--- src/dmwbc_pkg.sv ---
package dmwbc_pkg;

    localparam int LINE_COUNT_DEF  = 256;
    localparam int BLOCK_BYTES_DEF = 64;
    localparam int MEM_BYTES_DEF   = 65536;
    localparam int WORD_BYTES      = 4;
    localparam int ADDR_W          = 16;
    localparam int WORD_W          = 32;
    localparam int LAT_W           = 16;
    localparam int TIME_W          = 32;
    localparam int CFG_IDX_W       = 2;

    typedef enum logic [CFG_IDX_W-1:0] {
        REG_MEM_READ    = 2'd0,
        REG_MEM_WRITE   = 2'd1,
        REG_CACHE_READ  = 2'd2,
        REG_CACHE_WRITE = 2'd3
    } cfg_reg_t;

    typedef enum logic {
        OP_READ  = 1'b0,
        OP_WRITE = 1'b1
    } op_t;

    typedef enum logic [2:0] {
        ST_CLEAR,
        ST_IDLE,
        ST_LOOKUP,
        ST_EVICT,
        ST_FILL,
        ST_ACCESS,
        ST_DONE
    } state_t;

    typedef struct packed {
        logic              is_write;
        logic [ADDR_W-1:0] addr;
        logic [WORD_W-1:0] wdata;
    } req_t;

endpackage

--- src/dmwbc_front.sv ---
module dmwbc_front
    import dmwbc_pkg::*;
(
    input  logic        clk,
    input  logic        rst_n,
    input  logic        in_valid,
    output logic        in_ready,
    input  req_t        in_req,
    output logic        q_valid,
    input  logic        q_ready,
    output req_t        q_req
);

    req_t buf_reg [2];
    logic [1:0] cnt_reg;
    logic       wr_ptr_reg;
    logic       rd_ptr_reg;
    logic       push;
    logic       pop;

    assign in_ready = (cnt_reg != 2'd2);
    assign q_valid  = (cnt_reg != 2'd0);
    assign q_req    = buf_reg[rd_ptr_reg];
    assign push     = in_valid && in_ready;
    assign pop      = q_valid && q_ready;

    always_ff @(posedge clk)
    begin
        if (push)
        begin
            buf_reg[wr_ptr_reg].is_write <= in_req.is_write;
            buf_reg[wr_ptr_reg].addr     <= {in_req.addr[ADDR_W-1:2], 2'b00};
            buf_reg[wr_ptr_reg].wdata    <= in_req.wdata;
        end
    end

    always_ff @(posedge clk or negedge rst_n)
    begin
        if (!rst_n)
        begin
            cnt_reg    <= '0;
            wr_ptr_reg <= 1'b0;
            rd_ptr_reg <= 1'b0;
        end
        else
        begin
            if (push)
                wr_ptr_reg <= ~wr_ptr_reg;
            if (pop)
                rd_ptr_reg <= ~rd_ptr_reg;
            cnt_reg <= cnt_reg + {1'b0, push} - {1'b0, pop};
        end
    end

endmodule

--- config.mk ---
export PLATFORM = sky130hd
export DESIGN_NAME = dmwbc_front
export DESIGN_NICKNAME = d
export VERILOG_FILES = /design/src/dmwbc_pkg.sv /design/src/dmwbc_front.sv
export SDC_FILE = /design/constraint.sdc
export NUM_CORES = 1
export LEC_CHECK = 0
export ABC_AREA = 1
export BUFFER_PORTS_ARGS = -buffer_cell sky130_fd_sc_hd__buf_2
export CORE_UTILIZATION = 45
export CTS_CLUSTER_SIZE = 12
export DETAILED_ROUTE_END_ITERATION = 16
export PLACE_DENSITY = 0.75
export SYNTH_ARGS = -nofsm -noshare
export SYNTH_HDL_FRONTEND = slang
export SYNTH_SLANG_ARGS = --single-unit
--- constraint.sdc ---
create_clock -name clk -period 3.4 [get_ports clk]
set_clock_uncertainty 0.05 [all_clocks]
set_input_delay 0.51 -clock clk [delete_from_list [all_inputs] [get_ports clk]]
set_output_delay 0.51 -clock clk [all_outputs]
set_load 0.02 [all_outputs]
==> results of run 1 <==
==> how the worst min path moves through the flow <==
stage | startpoint | endpoint | slack, ps | depth (start not counted)
floorplan | rst_n | cnt_reg[0] | 160 | 0
global placement | rst_n | wr_ptr_reg | 270 | 1
detailed placement | rst_n | cnt_reg[0] | 280 | 1
CTS | in_req[39] | buf_reg[0][37] | 280 | 1
global route | in_req[25] | buf_reg[0][25] | 270 | 1
finish | in_req[9] | buf_reg[0][9] | 290 | 1
==> area by class of cell <==
cell class	instances	area, um2
tap	102	128
sequential	98	2920
fill	664	3370
multi-input combinational	162	637
inverter	9	33.8
clock inverter	5	38.8
clock buffer	11	141
timing repair buffer	102	533
==> routing by layer <==
metal  up-vias  global-route usage, %
met1      1032                   17.7
met3         8                   4.98
met2        85                   28.5
met5         -                      0
li1       1127                      -
met4         0                   5.86
==> what timing repair did <==
item,in CTS,in global routing
hold buffers,1,0
endpoints found under the setup margin,0,0
gates resized for setup,0,0
hold endpoints to repair,4,0
==> cell families after synthesis <==
group	after synthesis	share of synthesized area [%]
AND/OR/NAND/NOR	158	16.3
flip-flops	98	79.9
buffers and inverters	21	2.98
adder cells (fa/ha/maj)	2	0.684
other	1	0.103
==> placed cells by master (no fill, tap or decap), drive strengths merged <==
cell type | Yosys | routed
inv | 9 | 10
conb | 1 | 2
nor2 | 1 | 1
clkinvlp | 0 | 1
ha | 2 | 2
clkinv | 0 | 3
nand2 | 154 | 154
dlygate4sd3 | 0 | 1
edfxtp | 94 | 94
buf | 12 | 101
nand3 | 3 | 3
clkbuf | 0 | 11
dfrtp | 4 | 4
==> critical path, stage by stage, from the launching register on <==
cell and delay (ps):
dfrtp_2 410, inv_2 600, nand2_1 130, nand2_1 100
buf_2 160
==> power groups by stage <==
stage	Clock, mW	Sequential [mW]	Combinational [mW]
after floorplan	0	1.74	1.00
after global placement	0	1.73	1.46
after detailed placement	0	1.75	1.49
after CTS	0.689	1.72	1.49
after global routing	0.739	1.74	1.62
final	0.673	1.72	1.45
==> summary.md, run 1 <==
| Metric | Value |
|---|---|
| Status | completed |
| Max H-tree Level | 3 |
| Area share of the largest cell type after synthesis | 77.2% |
| Synth Register Bits | 98 |
| Max FFs per register | 94 |
| DRC violations left | 0 |
| Worst-path clk slew | approximately 90 ps |
| Leakage | just under 2 nW |
| Switching power total | between 1 and 1.5 mW |
| Slew headroom | a little under a third |
| # IOs | roughly 100 |
| Layout overhead on the synthesized area | 21.3% |
| M1 wire length | around 2.5 mm |
| Post-route cell area | ~4400 um2 |
| Most area-hungry cell type in the Yosys netlist | edfxtp_1 |
| Clock Power Share | 17.5% |
| Nets@finish | 437 |
| Internal power | roughly 2.3 mW |
| Total track usage | between 10% and 20% |
| Number of synthesized flops with an enable pin | 94 |
| Fraction of layout cells with a size suffix above 1 | 31.0% |
| Drt pass-1 iters | 4 |
| Clock sinks | 98 |
| Iteration-0 DRC Markers | 62 |
| CP Capture Type | output pin |
| Post-route core utilization | a little under three fifths |
| Met3 WL post-DR | around 430 um |
| Clock root buffer master | clkbuf_8 |
| Count leader, synth | nand2_1 |
| Port bufs | just under 100 |
| Fin. max-slew vios | 0 |
| Class of the worst hold path | in -> reg |
| Crit path from | rd_ptr_reg |
| Final WS setup | ~1100 ps |
| Cell Rows | 32 |
| Critical Path RT | 2840 ps |
| Placed inst area | between 4000 and 5000 um2 |
| Die Height | 92.2 um |
| DRT antenna net count | 0 |
| Worst path arrival time | 1770 ps |
| Post-CTS Setup Bufs | 0 |
| Largest net degree at the start of global routing | ~50 |
| Routed wire length | 6.24 mm |
| R2R Setup Slk | 1530 ps |
| # diodes | 0 |
| Top post-synthesis cells by area | edfxtp_1, nand2_1, dfrtp_1 |
| Max layer used | met4 |
| Via count | between 2000 and 2500 |
| Die width | just over 90 um |
| Initial Util | ~47% |
| Worst setup path endpoint | q_req[39] |
| Syn Std Cell Area | about 3700 um2 |
| Setup CP Type | reg -> out |
| Top FF cell, synth | edfxtp_1 |
| Yosys cell types | 11 |
| Pre-CTS worst setup slack | ~1400 ps |
| Slew @ Worst Pin | approximately 1000 ps |
| Final std cells w/o fill | a little under 500 |
| Max Fanout on Critical Path | 48 |
| Via/cell ratio | between 4 and 5 |
| GP Congestion | ~0.71 |
| HPWL after DPL | around 3.9 mm |
| Unrepaired setup endpoints after global routing | no |
| Depth of the most critical reg-to-reg path | 3 |
| Vias in the first global route | ~2200 |
| Reg-to-Reg End | buf_reg[0][11] |
| Die area | 8490 um2 |
| Worst Hold Slack | approximately 300 ps |
| Max cap viols | 0 |
| CTS Buf Count | 9 |
| PnR Total Power | slightly below 4 mW |
| Final hold vios | 0 |
| Wire per inst | ~13 um |
| Core area | approximately 8000 um2 |
| Highest Clock Rate | approximately 0.43 GHz |
| Sw Ratio | about two fifths |
| Initial antenna violation count | 0 |
| Max IR drop VDD | a little under 0.0004 V |
| Avg Inst Size Synth | roughly 13 um2 |
| Async set-reset flop share out of synthesis | roughly 4% |
| Setup TNS | 0 ps |
| Synth cell count leaders | nand2_1, edfxtp_1, inv_1, buf_2, buf_4 |
| CTS max path bufs | 2 |
| Dpl cells | roughly 470 |
| Cells after synthesis | 280 |
| Tcrit/Tclk final | 68.6% |
| Reg power frac | ~45% |
| Register area share after synthesis | between 70 and 80% |
| Worst-Skew Late Latency | 350 ps |
| Endpoints failing setup | 0 |
| Fin crit period | around 2300 ps |
| Pwr Density | 866 nW/um2 |
| Element type at the critical path start | flip-flop |
| CTS tree | built |
| GRT overflow | 0 |
| Synth Warn # | 0 |
| Logic pwr share | around 38% |
| First-pass GRT wire length | about 10 mm |
| Reg2reg start | wr_ptr_reg |
| Metal2 WL | between 3 and 4 mm |
No activity file was read; power rests on OpenSTA's default activity.
==> run 2: changes to the inputs <==
Settings changed: ABC_AREA 1 to 0.
Clock period 3.4 ns to 2.3 ns, I/O delays scaled along.
==> run 2 against run 1 <==
Compared with the run above:
- via count decreased by 19%
- register-to-register slack got worse by 1100 ps
- synthesized cell count decreased by 41%
- combinational power increased by 47%
- first-iteration DRC count unchanged
- area after synthesis increased by 0.86%
- clock power increased by 37%
- die area increased by 0.84%
- cell count decreased by 22%
==> summary.md, run 2 <==
| Metric | Value |
|---|---|
| First-pass GRT wire length | about 9 mm |
| Worst-Skew Late Latency | approximately 350 ps |
| Initial Util | between 40% and 50% |
| R2R Setup Slk | 480 ps |
| Reg2reg start | cnt_reg[1] |
| Dpl cells | 366 |
| # diodes | 0 |
| Nets@finish | between 300 and 400 |
| Element type at the critical path start | flip-flop |
| Max IR drop VDD | 0.000805 V |
| Worst setup path endpoint | q_req[4] |
| CTS tree | built |
| Fin. max-slew vios | 0 |
| Final WS setup | ~330 ps |
| Initial antenna violation count | 0 |
| Depth of the most critical reg-to-reg path | 7 |
| Most frequent cells in the layout | buf_2, edfxtp_1, mux2_2, mux2_4, clkbuf_8 |
| Setup CP Type | reg -> out |
| Commonest non-fill, non-tap cell in the layout | buf_2 |
| Crit-path slowest cell | dfrtp_2 |
| DRC violations left | 0 |
| Count leader, synth | edfxtp_1 |
| Avg Inst Size Synth | 22.2 um2 |
| GP Congestion | 0.619 |
| Largest net degree at the start of global routing | 49 |
| Post-CTS Setup Bufs | 0 |
| Via count | around 1800 |
| Pre-CTS worst setup slack | 496 ps |
| Port bufs | roughly 100 |
| Crit path from | rd_ptr_reg |
| Fin crit period | about 2000 ps |
| Cell Rows | 32 |
| Highest Clock Rate | just over 0.5 GHz |
| Synth cell count leaders | edfxtp_1, mux2_2, mux2_4, dfrtp_1 |
| Core area | between 7000 and 8000 um2 |
| CTS Hold Bufs | 1 |
| Endpoints failing setup | 0 |
| Pwr Density | ~1200 nW/um2 |
| Unrepaired setup endpoints after global routing | no |
| Leakage | roughly 1.7 nW |
| Clock sinks | 98 |
| Most area-hungry cell type in the Yosys netlist | edfxtp_1 |
| Post-route core utilization | a little under three fifths |
| Drt pass-1 iters | 3 |
| Syn Std Cell Area | ~3700 um2 |
| Fraction of layout cells with a size suffix above 1 | about three fifths |
| Iteration-0 DRC Markers | 62 |
| # IOs | 104 |
| Number of synthesized flops with an enable pin | 94 |
| Reg-to-Reg End | cnt_reg[1] |
| Top FF cell, synth | edfxtp_1 |
| Synth Warn # | 0 |
| Final hold vios | 0 |
| Area share of the largest cell type after synthesis | 76.5% |
| Max H-tree Level | 3 |
| Clock root buffer master | clkbuf_8 |
| CP Capture Type | output pin |
| Setup TNS | 0 ps |
| Yosys cell types | 18 |
| CTS resizes | 0 |
| Wire per inst | between 10 and 15 um |
| Cells after synthesis | between 150 and 200 |
| Top post-synthesis cells by area | edfxtp_1, mux2_2, mux2_4 |
| Layout overhead on the synthesized area | 21.7% |
| Tcrit/Tclk final | a little under nine tenths |
| Die Height | between 90 and 100 um |
| Slowest cell delay on critical path | about 380 ps |
| Max FFs per register | 94 |
| Die area | 8560 um2 |
| Critical Path RT | 1900 ps |
| CTS max path bufs | 2 |
| Routed wire length | around 5.7 mm |
| DRT antenna net count | 0 |
| Status | completed |
| Die width | 92.5 um |
| Final std cells w/o fill | 383 |
| Synth Register Bits | just under 100 |
| CTS Buf Count | 9 |
| GRT overflow | 0 |
| HPWL after DPL | 3.73 mm |
| Max cap viols | 0 |
| Via/cell ratio | ~4.8 |
| Vias in the first global route | roughly 1900 |
| Worst-path clk slew | roughly 90 ps |
| Total track usage | 14.3% |
| Worst path arrival time | ~1600 ps |
| Async set-reset flop share out of synthesis | 4.08% |
| Register area share after synthesis | about four fifths |
| CP Cell Sequence | buf_12, mux2_2, buf_2 |
| Class of the worst hold path | in -> reg |
| Max Fanout on Critical Path | between 40 and 50 |
[run 2: cell types whose count changed after synthesis, sizes merged, moves of 3 or more]
cell   change
buf        -5
nand2    -153
nand3      -3
inv        -8
xnor2      +3
mux2      +47
[run 2: final cells by class]
cell class,count,area [um2]
fill,625,3320
sequential,98,2920
multi-input combinational,61,716
timing repair buffer,105,556
clock buffer,11,131
tap,102,128
clock inverter,5,31.3
inverter,1,3.75
[run 2: critical path: cells and delay by family (launching register included)]
kind	cells	cell delay (ps)
mux	1	380
buf+inv	2	450
flops	1	380
[run 2: cell families (layout without fill, tap and decap cells)]
group	after synthesis	after routing	share of synthesized area, %
buf+inv	8	122	1.70
other cells	1	2	0.102
xor+xnor	4	4	0.950
fa+ha+maj	2	2	0.678
simple gates	6	6	0.950
mux	47	47	16.4
flops	98	98	79.2
[run 2: power by group]
part | internal, mW | total, mW | switching, mW
registers | 2.44 | 2.55 | 0.110
clock network | 0.388 | 0.919 | 0.531
logic | 0.911 | 2.13 | 1.22
[run 2: per-layer routing]
metal | up-vias | GRT usage [%] | wire, um
met5 | - | 0 | 0
met4 | 0 | 6.25 | 93
met3 | 9 | 4.60 | 316
met2 | 63 | 25.4 | 3050
met1 | 901 | 15.6 | 2220
li1 | 862 | - | -
[run 2: through the flow]
stage / power, mW / cell area, um2 / hold slack [ps]
after detailed placement: 4.77 / 4320 / 107
after global routing: 5.90 / 4490 / 99.5
final: 5.60 / 4490 / 124
after global placement: 4.71 / 4320 / 102
after CTS: 5.70 / 4490 / 106
after floorplan: 4.15 / 3700 / -0.591
[run 2: worst min path at each step]
stage | start | end | slack, ps | cells past startpoint
after floorplan | rst_n | cnt_reg[0] | -0.6 | 0
after global placement | rst_n | cnt_reg[0] | 100 | 1
after detailed placement | rst_n | cnt_reg[0] | 110 | 1
after CTS | in_req[26] | buf_reg[0][26] | 110 | 1
after global routing | in_req[34] | buf_reg[0][32] | 100 | 1
final | in_req[34] | buf_reg[0][32] | 120 | 1
